File: config.mk
export PLATFORM = sky130hd
export DESIGN_NAME = missing_sample_linear_gap_fill
export DESIGN_NICKNAME = d
export VERILOG_FILES = /design/src/sv/mslgf_pkg.sv /design/src/sv/mslgf_dpath.sv /design/src/sv/mslgf_ctrl.sv /design/src/sv/missing_sample_linear_gap_fill.sv
export SDC_FILE = /design/constraint.sdc
export NUM_CORES = 1
export LEC_CHECK = 0
export ABC_AREA = 1
export BUFFER_PORTS_ARGS = -buffer_cell sky130_fd_sc_hd__buf_2
export CAP_MARGIN = 0
export CORE_MARGIN = 2
export CORE_UTILIZATION = 59
export DETAILED_ROUTE_END_ITERATION = 10
export PLACE_DENSITY = 0.79
export SYNTH_ARGS = -nofsm -noshare
export SYNTH_HDL_FRONTEND = slang
export SYNTH_SLANG_ARGS = --single-unit
File: constraint.sdc
create_clock -name clk -period 4.2 [get_ports clk]
set_clock_uncertainty 0.15 [all_clocks]
set_input_delay 0.42 -clock clk [delete_from_list [all_inputs] [get_ports clk]]
set_output_delay 0.42 -clock clk [all_outputs]
set_load 0.01 [all_outputs]
File: src/sv/mslgf_pkg.sv
// Shared types and constants for the missing-sample linear gap filler.
package mslgf_pkg;

    localparam int GAP_W = 6;

    typedef logic [GAP_W-1:0] gap_t;

    typedef enum logic [1:0] {
        EMIT_MISS,
        EMIT_OVF,
        EMIT_FILL,
        EMIT_SAMPLE
    } emit_kind_t;

    typedef enum logic [1:0] {
        ST_KEEP,
        ST_PEND_INC,
        ST_OVF,
        ST_ANCHOR
    } st_op_t;

    typedef struct packed {
        logic       load;
        st_op_t     st_op;
        logic       st_clear;
        logic       div_step;
        logic       mul;
        logic       acc_init;
        logic       emit;
        emit_kind_t kind;
        logic       last;
        logic       series_end;
    } ctrl_cmd_t;

    typedef struct packed {
        logic anchor_valid;
        logic in_ovf;
        logic pend_full;
        gap_t pending;
        logic div_last;
        logic out_free;
    } dp_stat_t;

endpackage

File: src/sv/mslgf_dpath.sv
// Datapath: anchor state, serial divider, step multiplier, fill accumulator, output register.
module mslgf_dpath
    import mslgf_pkg::*;
#(
    parameter int MAX_GAP      = 63,
    parameter int SAMPLE_WIDTH = 32
) (
    input  logic                           clk,
    input  logic                           rst_n,
    input  ctrl_cmd_t                      cmd,
    output dp_stat_t                       stat,
    input  logic signed [SAMPLE_WIDTH-1:0] sample_value,
    input  logic                           out_ready,
    output logic                           out_valid,
    output logic signed [SAMPLE_WIDTH-1:0] out_value,
    output logic                           out_missing,
    output logic                           out_filled,
    output logic                           gap_overflow,
    output logic                           out_series_end,
    output logic                           run_last
);

    localparam int W     = SAMPLE_WIDTH;
    localparam int CNT_W = $clog2(SAMPLE_WIDTH);
    localparam int DVS_W = GAP_W + 1;
    localparam logic [CNT_W-1:0] CNT_LAST = CNT_W'(SAMPLE_WIDTH - 1);
    localparam gap_t GAP_MAX = gap_t'(MAX_GAP);

    logic             anchor_valid_reg, anchor_valid_next;
    logic [W-1:0]     anchor_value_reg;
    gap_t             pending_reg, pending_next;
    logic             in_ovf_reg, in_ovf_next;
    logic             out_valid_reg, out_valid_next;

    logic [W-1:0]     smp_reg;
    logic             rising_reg;
    logic [DVS_W-1:0] dvs_reg;
    gap_t             k_reg;
    logic [DVS_W-1:0] rem_reg;
    logic [W-1:0]     quo_reg;
    logic [CNT_W-1:0] div_cnt_reg;
    logic [W-1:0]     off_reg;
    logic [W-1:0]     acc_reg;

    logic [W-1:0]     out_value_reg;
    logic             out_missing_reg;
    logic             out_filled_reg;
    logic             gap_overflow_reg;
    logic             out_series_end_reg;
    logic             run_last_reg;

    logic             rising_in;
    logic [W-1:0]     mag_in;
    logic [DVS_W-1:0] div_sh;
    logic [DVS_W:0]   div_trial;
    logic [W+GAP_W-1:0] prod;
    logic [W-1:0]     emit_value;

    always_comb
    begin
        rising_in = $signed(sample_value) >= $signed(anchor_value_reg);
        mag_in    = rising_in ? (W'(sample_value) - anchor_value_reg)
                              : (anchor_value_reg - W'(sample_value));
        div_sh    = {rem_reg[GAP_W-1:0], quo_reg[W-1]};
        div_trial = {1'b0, div_sh} - {1'b0, dvs_reg};
        prod      = {{GAP_W{1'b0}}, quo_reg} * {{W{1'b0}}, k_reg};
    end

    always_comb
    begin
        emit_value = '0;
        case (cmd.kind)
            EMIT_FILL:   emit_value = acc_reg;
            EMIT_SAMPLE: emit_value = smp_reg;
            default:     emit_value = '0;
        endcase
    end

    // anchor state is updated when the transaction is taken
    always_comb
    begin
        anchor_valid_next = anchor_valid_reg;
        pending_next      = pending_reg;
        in_ovf_next       = in_ovf_reg;
        if (cmd.load)
        begin
            unique case (cmd.st_op)
                ST_KEEP:
                begin
                end
                ST_PEND_INC:
                begin
                    pending_next = pending_reg + gap_t'(1);
                end
                ST_OVF:
                begin
                    pending_next = '0;
                    in_ovf_next  = 1'b1;
                end
                ST_ANCHOR:
                begin
                    anchor_valid_next = 1'b1;
                    pending_next      = '0;
                    in_ovf_next       = 1'b0;
                end
                default:
                begin
                end
            endcase
            if (cmd.st_clear)
            begin
                anchor_valid_next = 1'b0;
                pending_next      = '0;
                in_ovf_next       = 1'b0;
            end
        end
    end

    always_comb
    begin
        out_valid_next = out_valid_reg;
        if (cmd.emit)
        begin
            out_valid_next = 1'b1;
        end
        else if (out_ready)
        begin
            out_valid_next = 1'b0;
        end
    end

    always_ff @(posedge clk or negedge rst_n)
    begin
        if (!rst_n)
        begin
            anchor_valid_reg <= 1'b0;
            pending_reg      <= '0;
            in_ovf_reg       <= 1'b0;
            out_valid_reg    <= 1'b0;
        end
        else
        begin
            anchor_valid_reg <= anchor_valid_next;
            pending_reg      <= pending_next;
            in_ovf_reg       <= in_ovf_next;
            out_valid_reg    <= out_valid_next;
        end
    end

    always_ff @(posedge clk)
    begin
        if (cmd.load)
        begin
            smp_reg     <= sample_value;
            rising_reg  <= rising_in;
            quo_reg     <= mag_in;
            rem_reg     <= '0;
            dvs_reg     <= {1'b0, pending_reg} + DVS_W'(1);
            k_reg       <= pending_reg;
            div_cnt_reg <= CNT_LAST;
            if (cmd.st_op == ST_ANCHOR)
            begin
                anchor_value_reg <= sample_value;
            end
        end
        else if (cmd.div_step)
        begin
            quo_reg     <= {quo_reg[W-2:0], ~div_trial[DVS_W]};
            rem_reg     <= div_trial[DVS_W] ? div_sh : div_trial[DVS_W-1:0];
            div_cnt_reg <= div_cnt_reg - CNT_W'(1);
        end

        if (cmd.mul)
        begin
            off_reg <= prod[W-1:0];
        end

        if (cmd.acc_init)
        begin
            acc_reg <= rising_reg ? (smp_reg - off_reg) : (smp_reg + off_reg);
        end
        else if (cmd.emit && cmd.kind == EMIT_FILL)
        begin
            acc_reg <= rising_reg ? (acc_reg + quo_reg) : (acc_reg - quo_reg);
        end

        if (cmd.emit)
        begin
            out_value_reg      <= emit_value;
            out_missing_reg    <= (cmd.kind == EMIT_MISS) || (cmd.kind == EMIT_OVF);
            out_filled_reg     <= cmd.kind == EMIT_FILL;
            gap_overflow_reg   <= cmd.kind == EMIT_OVF;
            out_series_end_reg <= cmd.series_end;
            run_last_reg       <= cmd.last;
        end
    end

    always_comb
    begin
        stat.anchor_valid = anchor_valid_reg;
        stat.in_ovf       = in_ovf_reg;
        stat.pend_full    = pending_reg >= GAP_MAX;
        stat.pending      = pending_reg;
        stat.div_last     = div_cnt_reg == '0;
        stat.out_free     = !out_valid_reg || out_ready;
    end

    assign out_valid      = out_valid_reg;
    assign out_value      = out_value_reg;
    assign out_missing    = out_missing_reg;
    assign out_filled     = out_filled_reg;
    assign gap_overflow   = gap_overflow_reg;
    assign out_series_end = out_series_end_reg;
    assign run_last       = run_last_reg;

    a_pend_bound: assert property (@(posedge clk) disable iff (!rst_n)
        pending_reg <= GAP_MAX)
        else $error("held run longer than MAX_GAP");

    a_ovf_state: assert property (@(posedge clk) disable iff (!rst_n)
        in_ovf_reg |-> (anchor_valid_reg && pending_reg == '0))
        else $error("overflow set with held run or without anchor");

    a_emit_free: assert property (@(posedge clk) disable iff (!rst_n)
        cmd.emit |-> (!out_valid_reg || out_ready))
        else $error("result written over an untaken result");

    a_load_quiet: assert property (@(posedge clk) disable iff (!rst_n)
        cmd.load |-> !(cmd.emit || cmd.div_step || cmd.mul || cmd.acc_init))
        else $error("transaction taken while datapath busy");

endmodule

File: src/sv/mslgf_ctrl.sv
// Controller: decodes each input transaction and sequences division, fill and emission.
module mslgf_ctrl
    import mslgf_pkg::*;
(
    input  logic      clk,
    input  logic      rst_n,
    input  logic      in_valid,
    output logic      in_ready,
    input  logic      sample_missing,
    input  logic      series_end,
    input  dp_stat_t  stat,
    output ctrl_cmd_t cmd
);

    typedef enum logic [2:0] {
        S_IDLE,
        S_DIV,
        S_MUL,
        S_ACC,
        S_FILL,
        S_RUN,
        S_SMP
    } state_t;

    state_t     state_reg, state_next;
    gap_t       cnt_reg, cnt_next;
    emit_kind_t kind_reg, kind_next;
    logic       end_reg, end_next;

    always_comb
    begin
        state_next = state_reg;
        cnt_next   = cnt_reg;
        kind_next  = kind_reg;
        end_next   = end_reg;
        cmd        = '0;
        cmd.st_op  = ST_KEEP;
        cmd.kind   = EMIT_MISS;

        unique case (state_reg)
            S_IDLE:
            begin
                if (in_valid)
                begin
                    cmd.load     = 1'b1;
                    cmd.st_clear = series_end;
                    end_next     = series_end;
                    if (sample_missing)
                    begin
                        if (!stat.anchor_valid)
                        begin
                            kind_next  = EMIT_MISS;
                            cnt_next   = '0;
                            state_next = S_RUN;
                        end
                        else if (stat.in_ovf)
                        begin
                            kind_next  = EMIT_OVF;
                            cnt_next   = '0;
                            state_next = S_RUN;
                        end
                        else if (stat.pend_full)
                        begin
                            cmd.st_op  = ST_OVF;
                            kind_next  = EMIT_OVF;
                            cnt_next   = stat.pending;
                            state_next = S_RUN;
                        end
                        else if (series_end)
                        begin
                            kind_next  = EMIT_MISS;
                            cnt_next   = stat.pending;
                            state_next = S_RUN;
                        end
                        else
                        begin
                            cmd.st_op = ST_PEND_INC;
                        end
                    end
                    else
                    begin
                        cmd.st_op = ST_ANCHOR;
                        if (stat.anchor_valid && !stat.in_ovf && stat.pending != '0)
                        begin
                            cnt_next   = stat.pending - gap_t'(1);
                            state_next = S_DIV;
                        end
                        else
                        begin
                            state_next = S_SMP;
                        end
                    end
                end
            end
            S_DIV:
            begin
                cmd.div_step = 1'b1;
                if (stat.div_last)
                begin
                    state_next = S_MUL;
                end
            end
            S_MUL:
            begin
                cmd.mul    = 1'b1;
                state_next = S_ACC;
            end
            S_ACC:
            begin
                cmd.acc_init = 1'b1;
                state_next   = S_FILL;
            end
            S_FILL:
            begin
                cmd.kind = EMIT_FILL;
                if (stat.out_free)
                begin
                    cmd.emit = 1'b1;
                    if (cnt_reg == '0)
                    begin
                        state_next = S_SMP;
                    end
                    else
                    begin
                        cnt_next = cnt_reg - gap_t'(1);
                    end
                end
            end
            S_RUN:
            begin
                cmd.kind       = kind_reg;
                cmd.last       = cnt_reg == '0;
                cmd.series_end = end_reg && (cnt_reg == '0);
                if (stat.out_free)
                begin
                    cmd.emit = 1'b1;
                    if (cnt_reg == '0)
                    begin
                        state_next = S_IDLE;
                    end
                    else
                    begin
                        cnt_next = cnt_reg - gap_t'(1);
                    end
                end
            end
            S_SMP:
            begin
                cmd.kind       = EMIT_SAMPLE;
                cmd.last       = 1'b1;
                cmd.series_end = end_reg;
                if (stat.out_free)
                begin
                    cmd.emit   = 1'b1;
                    state_next = S_IDLE;
                end
            end
            default:
            begin
                state_next = S_IDLE;
            end
        endcase
    end

    always_ff @(posedge clk or negedge rst_n)
    begin
        if (!rst_n)
        begin
            state_reg <= S_IDLE;
            cnt_reg   <= '0;
            kind_reg  <= EMIT_MISS;
            end_reg   <= 1'b0;
        end
        else
        begin
            state_reg <= state_next;
            cnt_reg   <= cnt_next;
            kind_reg  <= kind_next;
            end_reg   <= end_next;
        end
    end

    assign in_ready = state_reg == S_IDLE;

    a_fill_kind: assert property (@(posedge clk) disable iff (!rst_n)
        (state_reg == S_RUN) |-> (kind_reg == EMIT_MISS || kind_reg == EMIT_OVF))
        else $error("unfilled run with wrong result kind");

    a_div_to_mul: assert property (@(posedge clk) disable iff (!rst_n)
        (state_reg == S_DIV && stat.div_last) |=> (state_reg == S_MUL))
        else $error("division end not followed by multiply");

    a_last_to_idle: assert property (@(posedge clk) disable iff (!rst_n)
        (cmd.emit && cmd.last) |=> (state_reg == S_IDLE))
        else $error("last result of a transaction not followed by idle");

endmodule

File: src/sv/missing_sample_linear_gap_fill.sv
// Top level: fills inner runs of missing Q16.16 samples by linear interpolation.
// A held missing sample only adds to the held-run count; an unfilled run emits one
// result per missing sample. A present sample closing a gap passes S_DIV, S_MUL and
// S_ACC: the serial divider retires one quotient bit per cycle, then one result per
// cycle while the output is free; in_ready is low until the last result is emitted.
// rst_n clears anchor, held-run count, overflow flag, controller and output valid.
module missing_sample_linear_gap_fill
    import mslgf_pkg::*;
#(
    parameter int MAX_GAP      = 63,
    parameter int SAMPLE_WIDTH = 32
) (
    input  logic                           clk,
    input  logic                           rst_n,
    input  logic                           in_valid,
    output logic                           in_ready,
    input  logic signed [SAMPLE_WIDTH-1:0] sample_value,
    input  logic                           sample_missing,
    input  logic                           series_end,
    output logic                           out_valid,
    input  logic                           out_ready,
    output logic signed [SAMPLE_WIDTH-1:0] out_value,
    output logic                           out_missing,
    output logic                           out_filled,
    output logic                           gap_overflow,
    output logic                           out_series_end,
    output logic                           run_last
);

    ctrl_cmd_t cmd;
    dp_stat_t  stat;

    mslgf_ctrl u_ctrl (
        .clk            (clk),
        .rst_n          (rst_n),
        .in_valid       (in_valid),
        .in_ready       (in_ready),
        .sample_missing (sample_missing),
        .series_end     (series_end),
        .stat           (stat),
        .cmd            (cmd)
    );

    mslgf_dpath #(
        .MAX_GAP      (MAX_GAP),
        .SAMPLE_WIDTH (SAMPLE_WIDTH)
    ) u_dpath (
        .clk            (clk),
        .rst_n          (rst_n),
        .cmd            (cmd),
        .stat           (stat),
        .sample_value   (sample_value),
        .out_ready      (out_ready),
        .out_valid      (out_valid),
        .out_value      (out_value),
        .out_missing    (out_missing),
        .out_filled     (out_filled),
        .gap_overflow   (gap_overflow),
        .out_series_end (out_series_end),
        .run_last       (run_last)
    );

endmodule

==> results of run 1 <==
-- per-stage QoR --
stage | hold slack [ns] | TNS (ns) | worst slack, ns | instance area, sq um
after detailed placement | 0.253 | 0 | 0.0191 | 27100
final | 0.0533 | 0 | 0.135 | 28800
after CTS | 0.0392 | 0 | 0.0281 | 28400
after floorplan | -0.0256 | 0 | 0.0343 | 25600
after global routing | 0.0922 | -0.162 | -0.0728 | 28800
after global placement | 0.251 | 0 | 0.101 | 27100
-- cell usage in the layout (no fill, tap or decap), drive strengths merged, types with 9 or more instances in the layout --
cell type / n
a21o: 15
a21oi: 196
buf: 179
clkbuf: 35
clkinv: 12
dfrtp: 20
dfxtp: 11
dlygate4sd3: 33
edfxtp: 211
fa: 114
ha: 173
inv: 758
nand2: 1084
nand3: 194
nand3b: 16
nand4: 51
nor2: 269
nor3: 34
o211ai: 9
o21ai: 176
o21bai: 21
o31ai: 12
xnor2: 35
xor2: 111
-- tightest hold or removal path: stages --
cell and delay (ns):
buf_2 0.07, nor2_1 0.09, inv_1 0.11, nand2_1 0.05
-- kinds of logic (layout without fill, tap and decap cells) --
logic type / count (synthesis) / in the layout / synth area share (%)
and+or+nand+nor: 1667 / 1667 / 27.4
buffers and inverters: 859 / 1025 / 12.9
AOI/OAI and AO/OA: 454 / 454 / 9.79
adders and majority gates: 287 / 287 / 17.4
DFF: 242 / 242 / 27.6
xor gates and xnor gates: 146 / 146 / 4.99
-- timing repair --
action / 4_1_cts / 5_1_grt
gates resized for setup: 0 / 79
hold endpoints to repair: 84 / 0
setup buffers: 0 / 5
hold buffers: 33 / 0
endpoints found under the setup margin: 0 / 23
-- how the worst max path moves through the flow --
stage | from | to | slack, ns | depth (start not counted)
floorplan | u_dpath.k_reg[4] | u_dpath.off_reg[28] | 0.03 | 18
global placement | u_dpath.k_reg[0] | u_dpath.off_reg[28] | 0.10 | 18
detailed placement | u_dpath.k_reg[0] | u_dpath.off_reg[28] | 0.02 | 19
CTS | u_dpath.k_reg[0] | u_dpath.off_reg[28] | 0.03 | 19
global route | u_dpath.k_reg[0] | u_dpath.off_reg[31] | -0.07 | 19
finish | u_dpath.k_reg[1] | u_dpath.off_reg[27] | 0.13 | 17
-- area by class of cell --
class	instances	area [sq um]	area share, %
clock buffer	35	768	2.67
clock inverter	18	164	0.570
inverter	760	2850	9.92
multi-input combinational	2554	15600	54.3
sequential	242	7060	24.5
tap	585	732	2.54
timing repair buffer	212	1560	5.43
-- routing by layer --
layer  vias up  wire, um
met1     10800     30400
li1      11700         -
met5         -         0
met3       203      4820
met2       796     34400
met4         0      4200
==> reports/metrics.cfg, run 1 <==
[setup_path]
cp-start-kind=flop
crit_buf_inv=5
rr_endpoint=u_dpath.off_reg[27]
cp_slowest_stage_delay_ns=0.56
critical_path_class=reg -> reg
required_ns=4.38
slowest_stage=fa_1
cp_cell_sequence=buf_12 > nand2_1 > inv_1 > fa_1 > fa_1 > inv_1 > fa_1 > inv_1 > ha_1 > nand2_1 > nor2_2 > inv_1 > nor2_2 > nand4_1 > nand3_2 > a21oi_1 > xor2_1
critPathTopFamily=adder cells
crit_path_frequent_cell=inv_1
reg2reg_depth=17
worstSetupEndpointType=flop
critPathMaxFanout=31
r2r-start=u_dpath.k_reg[1]
cp.arrival_ns=4.24
r2r_slack_ns=0.13

[min_path]
min_path_type=in -> reg
whs_path_depth=4
holdPathEnd=u_dpath.out_valid
hp-start=out_ready

[global_route]
grtUsageTotal_pct=33.3
grt_pass1_wl_um=117000
grt_pass1_vias=23000
met1_usage_pct=41.9
antenna_found_initial=0
use_met2_pct=56.2
use_met3_pct=4.59
grt_overflow=0
grt_max_degree=76
busiest_layer=met2

[synth]
syn_area_sq_um=25600
synthesis.nets=3980
synth_most_common_cell=nand2_1
synth_common_cells=nand2_1 (1053), inv_1 (749), nor2_1 (258), edfxtp_1 (211), a21oi_1 (193)
synth_cells=3655
synth_edf_count=211
ys.flop_type=edfxtp_1
netlist.area_leader.share_pct=24.7
synthTopCellsByArea=edfxtp_1 (25%), nand2_1 (15%), inv_1 (11%)
synth_seq_cells=242
async_flop_share_pct=8.26
yosysTopAreaCell=edfxtp_1
synth_cell_types=55
ys_seq_area_share_pct=27.6
avgSynthCellArea_sq_um=7.01
ys_warn_count=0

[floorplanning]
die_area_sq_um=45100
num_rows=76
die_h_um=212
core_region_area_sq_um=43000
die_w_um=212
pin_count=77
initial_core_util_pct=59.6

[placement]
hpwl_um=59100
dpl.cell_count=4315
io_buffers=76
place.gp.congestion=0.995

[sta]
setup_violations=0
worstMarginPinSlew_ns=1.11
rsz0062_at_grt=yes
period_share_pct=96.8
slew_headroom_pct=26.1
hold_violations=0
fmax_ghz=0.246
period_minus_slack_ns=4.07
maxSlewViolCount=0

[run]
drv_cap=0

[layout]
synthToLayoutAreaGrowth_pct=12.3
nets=4124
postLayoutCoreUtil_pct=66.9
num_antenna_cells=0
fin_cells=4406
nFillCells=3886
layout-drive-gt1-share_pct=9.47

[detailed_routing]
ant_nets=0
route.detailed.drc=0
finalWirelength_um=73800
wire_per_inst_um=16.8
vias_per_cell=5.34
dr.first_iter.drc_count=1685
dr_total_vias=23500
dr.pass1.iters=8

[clocking]
cts.htree.levels=1
cts_tree=done
cts_buffer_depth=3
cts_made_buffers=29
clk_latency_ns=0.58
clock_sinks=242
cts-root-buf=clkbuf_16
clk_pin_slew_ns=0.06

[status]
outcome=finished clean

Power of run 1 is not shown: default switching activity piles up to over one toggle a cycle in this logic, so the estimate is an artifact.
==> inputs of run 2 (changes only) <==
- CORE_MARGIN: 2 -> not set
- SETUP_SLACK_MARGIN: not set -> 0.1
==> reports/metrics.cfg, run 2 (same netlist as run 1, synthesis figures left out) <==
[status]
outcome=finished clean

[setup_path]
critical_path_class=reg -> reg
required_ns=4.38  ; about the same
critPathMaxFanout=13  ; -58%
cp.arrival_ns=4.36  ; +0.12 ns
r2r-start=u_dpath.k_reg[0]
timing.critical_path.from=u_dpath.k_reg[0]
setup.worst_path.end=u_dpath.off_reg[18]
reg2reg_depth=17  ; unchanged
worstSetupEndpointType=flop
r2r_slack_ns=0.02  ; -0.11 ns
rr_endpoint=u_dpath.off_reg[18]
cp-start-kind=flop

[global_route]
antenna_found_initial=0  ; unchanged
grt_max_degree=59  ; -22%
grt_pass1_wl_um=114000  ; -2.5%
grt_pass1_vias=22800  ; -0.82%
grt_overflow=0  ; unchanged
grtUsageTotal_pct=32.6  ; -0.62 points

[min_path]
min_path_type=in -> reg
whs_path_depth=4  ; unchanged

[sta]
finalSetupTns_ns=0  ; unchanged
worstMarginPinSlew_ns=1.08  ; -0.0274 ns
hold_violations=0  ; unchanged
setup_violations=0  ; unchanged
fmax_ghz=0.240  ; -2.6%
maxSlewViolCount=0  ; unchanged
period_minus_slack_ns=4.18  ; +0.110 ns
period_share_pct=99.4  ; +2.6 points
final.setup.worst_slack_ns=0.0248  ; -0.110 ns
rsz0062_at_grt=yes
slew_headroom_pct=27.7  ; +1.7 points

[clocking]
cts_made_buffers=30  ; +3.4%
clk_latency_ns=0.58  ; about the same
clk_pin_slew_ns=0.06  ; about the same
clock_sinks=242  ; unchanged
cts-root-buf=clkbuf_16
cts.htree.levels=1  ; unchanged
cts_buffer_depth=3  ; unchanged
cts_tree=done

[detailed_routing]
ant_nets=0  ; unchanged
finalWirelength_um=72600  ; -1.7%
route.detailed.drc=0  ; unchanged
dr_total_vias=23800  ; +1.2%
vias_per_cell=5.40  ; +1.2%
dr.pass1.iters=6  ; -2
dr.first_iter.drc_count=1795  ; +6.5%
wire_per_inst_um=16.5  ; -1.6%

[floorplanning]
core_region_area_sq_um=42400  ; -1.3%
die_area_sq_um=44200  ; -1.9%
initial_core_util_pct=60.4  ; +0.79 points
die_w_um=210  ; -0.94%
num_rows=75  ; -1.3%
die_h_um=210  ; -0.94%
pin_count=77  ; unchanged

[layout]
fin_area_sq_um=29300  ; +1.7%
num_antenna_cells=0  ; unchanged
layout-drive-gt1-share_pct=11.7  ; +2.2 points
ff_latch_area_sq_um=7060  ; unchanged
synthToLayoutAreaGrowth_pct=14.2
fin_cells=4405  ; -0.023%
layout_commonest_cell=nand2_1
multi_input_area_sq_um=16100  ; +2.7%
nets=4130  ; +0.15%
nFillCells=3645  ; -6.2%
most-common-layout-cells=nand2_1 (1031), inv_1 (740), nor2_1 (232), edfxtp_1 (211), nand3_1 (189)

[placement]
io_buffers=76  ; unchanged
place_ws_ns=-0.00543  ; -0.0245 ns
hpwl_um=57700  ; -2.4%
dpl.cell_count=4302  ; -0.30%
place.gp.congestion=1.00  ; +0.70%
place_area_sq_um=27100  ; -0.22%

[run]
drv_cap=0  ; unchanged

==> run 2: cell count changes in the layout (fill, tap and decap cells not counted), moves of 11 or more <==
cell,before,now
a21oi_2,13,24
a21oi_1,181,166
ha_4,11,23
nand2_1,1046,1031
ha_1,159,147
nand2_2,32,47
==> run 2: cell type report <==
type | count | area share (%)
clock inverter | 21 | 0.590
multi-input combinational | 2554 | 54.9
timing repair buffer | 217 | 5.49
sequential | 242 | 24.1
inverter | 760 | 9.75
tap | 577 | 2.47
clock buffer | 34 | 2.69
==> run 2: metal layers <==
| metal | vias up | GRT usage (%) | wire length, um |
|---|---|---|---|
| li1 | 11700 | - | - |
| met1 | 11000 | 41.2 | 29600 |
| met2 | 847 | 55.5 | 34200 |
| met3 | 203 | 4.26 | 5180 |
| met4 | 0 | 15.3 | 3640 |
| met5 | - | 0 | 0 |
==> run 2: worst min path at each step <==
| stage | startpoint | end | slack (ns) |
|---|---|---|---|
| 5_1_grt | sample_missing | u_dpath.in_ovf_reg | 0.09 |
| 3_3_place_gp | rst_n | u_dpath.out_valid | 0.25 |
| 6_report | series_end | u_dpath.anchor_valid_reg | 0.07 |
| 4_1_cts | series_end | u_dpath.anchor_valid_reg | 0.04 |
| 3_5_place_dp | rst_n | u_dpath.out_valid | 0.26 |
| 2_1_floorplan | rst_n | u_ctrl.cnt_reg[0] | -0.03 |
==> run 2: what timing repair did <==
action                                  4_1_cts  5_1_grt
buffers inserted                              3       12
endpoints found under the setup margin       15       29
hold buffers                                 33        0
pin swaps                                     6       25
resized for setup                            35      149
hold endpoints to repair                     84        0
==> run 2: worst max-delay path, stage by stage, from the launching register on <==
cell,delay [ns]
edfxtp_1,0.41
buf_12,0.17
nand2_1,0.05
inv_1,0.05
fa_1,0.52
fa_1,0.54
inv_1,0.05
fa_1,0.48
inv_1,0.05
ha_2,0.39
nand2_2,0.11
o21ai_2,0.20
nand2_1,0.09
nand2_1,0.13
a31oi_2,0.07
or2_2,0.32
nand3_1,0.07
nand2_1,0.07
==> run 2: through the flow <==
step	hold WS [ns]	utilization, %
6_report	0.0660	69.0
2_1_floorplan	-0.0256	-
5_1_grt	0.0868	69.0
3_5_place_dp	0.255	63.8
4_1_cts	0.0407	67.2
3_3_place_gp	0.249	63.8
Power of run 2 is left out for the same reason.
==> inputs of run 3 (changes only) <==
- CORE_MARGIN: not set -> 4
- GPL_ROUTABILITY_DRIVEN: not set -> 0
- GPL_TIMING_DRIVEN: not set -> 0
==> reports/metrics.cfg, run 3 (same netlist as run 1, synthesis figures left out) <==
[status]
outcome=finished, violations left
violations=negative setup slack

[sta]
rsz0062_at_grt=yes
period_minus_slack_ns=4.45  ; +0.274 ns
final.setup.worst_slack_ns=-0.249  ; -0.274 ns
setup_violations=13  ; +13
hold_violations=0  ; unchanged
worstMarginPinSlew_ns=1.27  ; +0.193 ns
slew_headroom_pct=15.0  ; -13 points
finalSetupTns_ns=-1.64  ; -1.64 ns
holdWs_ns=0.0371  ; -0.0289 ns
maxSlewViolCount=0  ; unchanged
period_share_pct=106  ; +6.5 points
fmax_ghz=0.225  ; -6.2%

[global_route]
grt_pass1_vias=24200  ; +5.8%
grt_pass1_wl_um=121000  ; +6.7%
grt_overflow=0  ; unchanged
grtUsageTotal_pct=32.1  ; -0.50 points
grt_max_degree=56  ; -5.1%
antenna_found_initial=1  ; +1

[clocking]
clk_latency_ns=0.59  ; about the same
cts_tree=done
cts-root-buf=clkbuf_16
cts_buffer_depth=3  ; unchanged
cts.htree.levels=1  ; unchanged
clk_pin_slew_ns=0.06  ; about the same
cts_made_buffers=29  ; -3.3%
clock_sinks=242  ; unchanged

[placement]
io_buffers=76  ; unchanged
hpwl_um=58900  ; +2.2%
place_area_sq_um=26800  ; -0.88%

[layout]
nFillCells=3490  ; -4.3%
fin_area_sq_um=29800  ; +1.8%
postLayoutCoreUtil_pct=69.3  ; +0.33 points
multi_input_area_sq_um=16200  ; +0.93%
most-common-layout-cells=nand2_1 (1020), inv_1 (728), nor2_1 (226), edfxtp_1 (211), nand3_1 (186)
layout_commonest_cell=nand2_1
num_antenna_cells=0  ; unchanged
nets=4177  ; +1.1%
ff_latch_area_sq_um=7060  ; unchanged
layout-drive-gt1-share_pct=12.9  ; +1.3 points
synthToLayoutAreaGrowth_pct=16.3

[run]
drv_cap=0  ; unchanged

[setup_path]
cp_slowest_stage_delay_ns=0.56  ; +0.02 ns
critPathMaxFanout=5  ; -8
cp.arrival_ns=4.65  ; +0.29 ns
critical_path_class=reg -> reg
required_ns=4.40  ; +0.02 ns
crit_buf_inv=5  ; +1
cp-start-kind=flop
cp_cell_sequence=buf_8 > clkbuf_16 > nand2_1 > inv_1 > fa_1 > fa_1 > inv_1 > fa_1 > inv_1 > ha_4 > nand2_2 > o21ai_0 > a21oi_1 > o211ai_1 > nor2_2 > nand2b_1 > nand2_1
worstSetupEndpointType=flop
critPathTopFamily=adder cells
slowest_stage=fa_1

[detailed_routing]
dr.pass1.iters=8  ; +2
dr_total_vias=25200  ; +5.8%
dr.first_iter.drc_count=2754  ; +53%
wire_per_inst_um=18.1  ; +9.7%
finalWirelength_um=80600  ; +11%
route.detailed.drc=0  ; unchanged
vias_per_cell=5.65  ; +4.5%
ant_nets=0  ; unchanged

[floorplanning]
die_area_sq_um=46800  ; +5.8%
initial_core_util_pct=59.6  ; -0.79 points
core_region_area_sq_um=43000  ; +1.3%
pin_count=77  ; unchanged
die_h_um=216  ; +2.9%
num_rows=76  ; +1.3%
die_w_um=216  ; +2.9%

[min_path]
min_path_type=in -> reg

[run 3: cell types whose count changed in the layout (fill, tap and decap cells not counted), sizes merged]
cell,before,now
clkinvlp,6,0
bufinv,2,3
clkbuf,34,90
inv,758,762
buf,184,179
clkinv,15,12
[run 3: final cells by class]
class | count | share of cell area [%]
plain buffers | 89 | 1.95
clock buffers | 37 | 2.85
clock inverters | 17 | 0.592
inverters | 760 | 9.58
multi-input cells | 2554 | 54.4
flip-flops and latches | 242 | 23.7
well taps | 585 | 2.46
repair buffers | 176 | 4.48
[run 3: final timing paths]
kind                                        startpoint                        to  slack (ns)  cells after the start
worst min-delay path                        series_end  u_dpath.anchor_valid_reg        0.04                      4
worst max-delay path                  u_dpath.k_reg[2]       u_dpath.off_reg[31]       -0.25                     17
worst max register to register        u_dpath.k_reg[2]       u_dpath.off_reg[31]       -0.25                     17
max in group asynchronous                        rst_n    u_dpath.pending_reg[2]        3.41                      2
worst min register to register  u_dpath.pending_reg[2]          u_dpath.k_reg[2]        0.30                      0
min in group asynchronous                        rst_n         u_dpath.out_valid        0.15                      2
[run 3: worst reg2reg max path, cell delays in order (launching register included)]
cell	delay (ns)
edfxtp_1	0.53
buf_8	0.20
clkbuf_16	0.15
nand2_1	0.06
inv_1	0.06
fa_1	0.51
fa_1	0.56
inv_1	0.06
fa_1	0.47
inv_1	0.07
ha_4	0.30
nand2_2	0.10
o21ai_0	0.39
a21oi_1	0.12
o211ai_1	0.32
nor2_2	0.07
nand2b_1	0.07
nand2_1	0.04
[run 3: per-layer routing]
| metal | GRT usage [%] | part of all wire [%] | up-vias |
|---|---|---|---|
| met3 | 6.18 | 10 | 466 |
| met4 | 16.9 | 7.9 | 0 |
| met1 | 39.0 | 36 | 11400 |
| met2 | 54.6 | 46 | 1441 |
| li1 | - | - | 11800 |
| met5 | 0 | 0 | - |
[run 3: timing repair]
action | CTS | global route
endpoints found under the hold margin | 84 | 0
setup buffers | 22 | 36
endpoints found under the setup margin | 45 | 37
gates cloned | 5 | 0
resized for setup | 134 | 172
hold buffers | 33 | 0
pin swaps | 36 | 63
[run 3: per-stage QoR]
stage          setup slack, ns  instances
3_5_place_dp            -0.818       4320
3_3_place_gp            -0.787       4316
6_report                -0.249       4460
2_1_floorplan            0.118       3655
5_1_grt                 -0.339       4460
4_1_cts                 0.0137       4428
Power of run 3 is left out for the same reason.
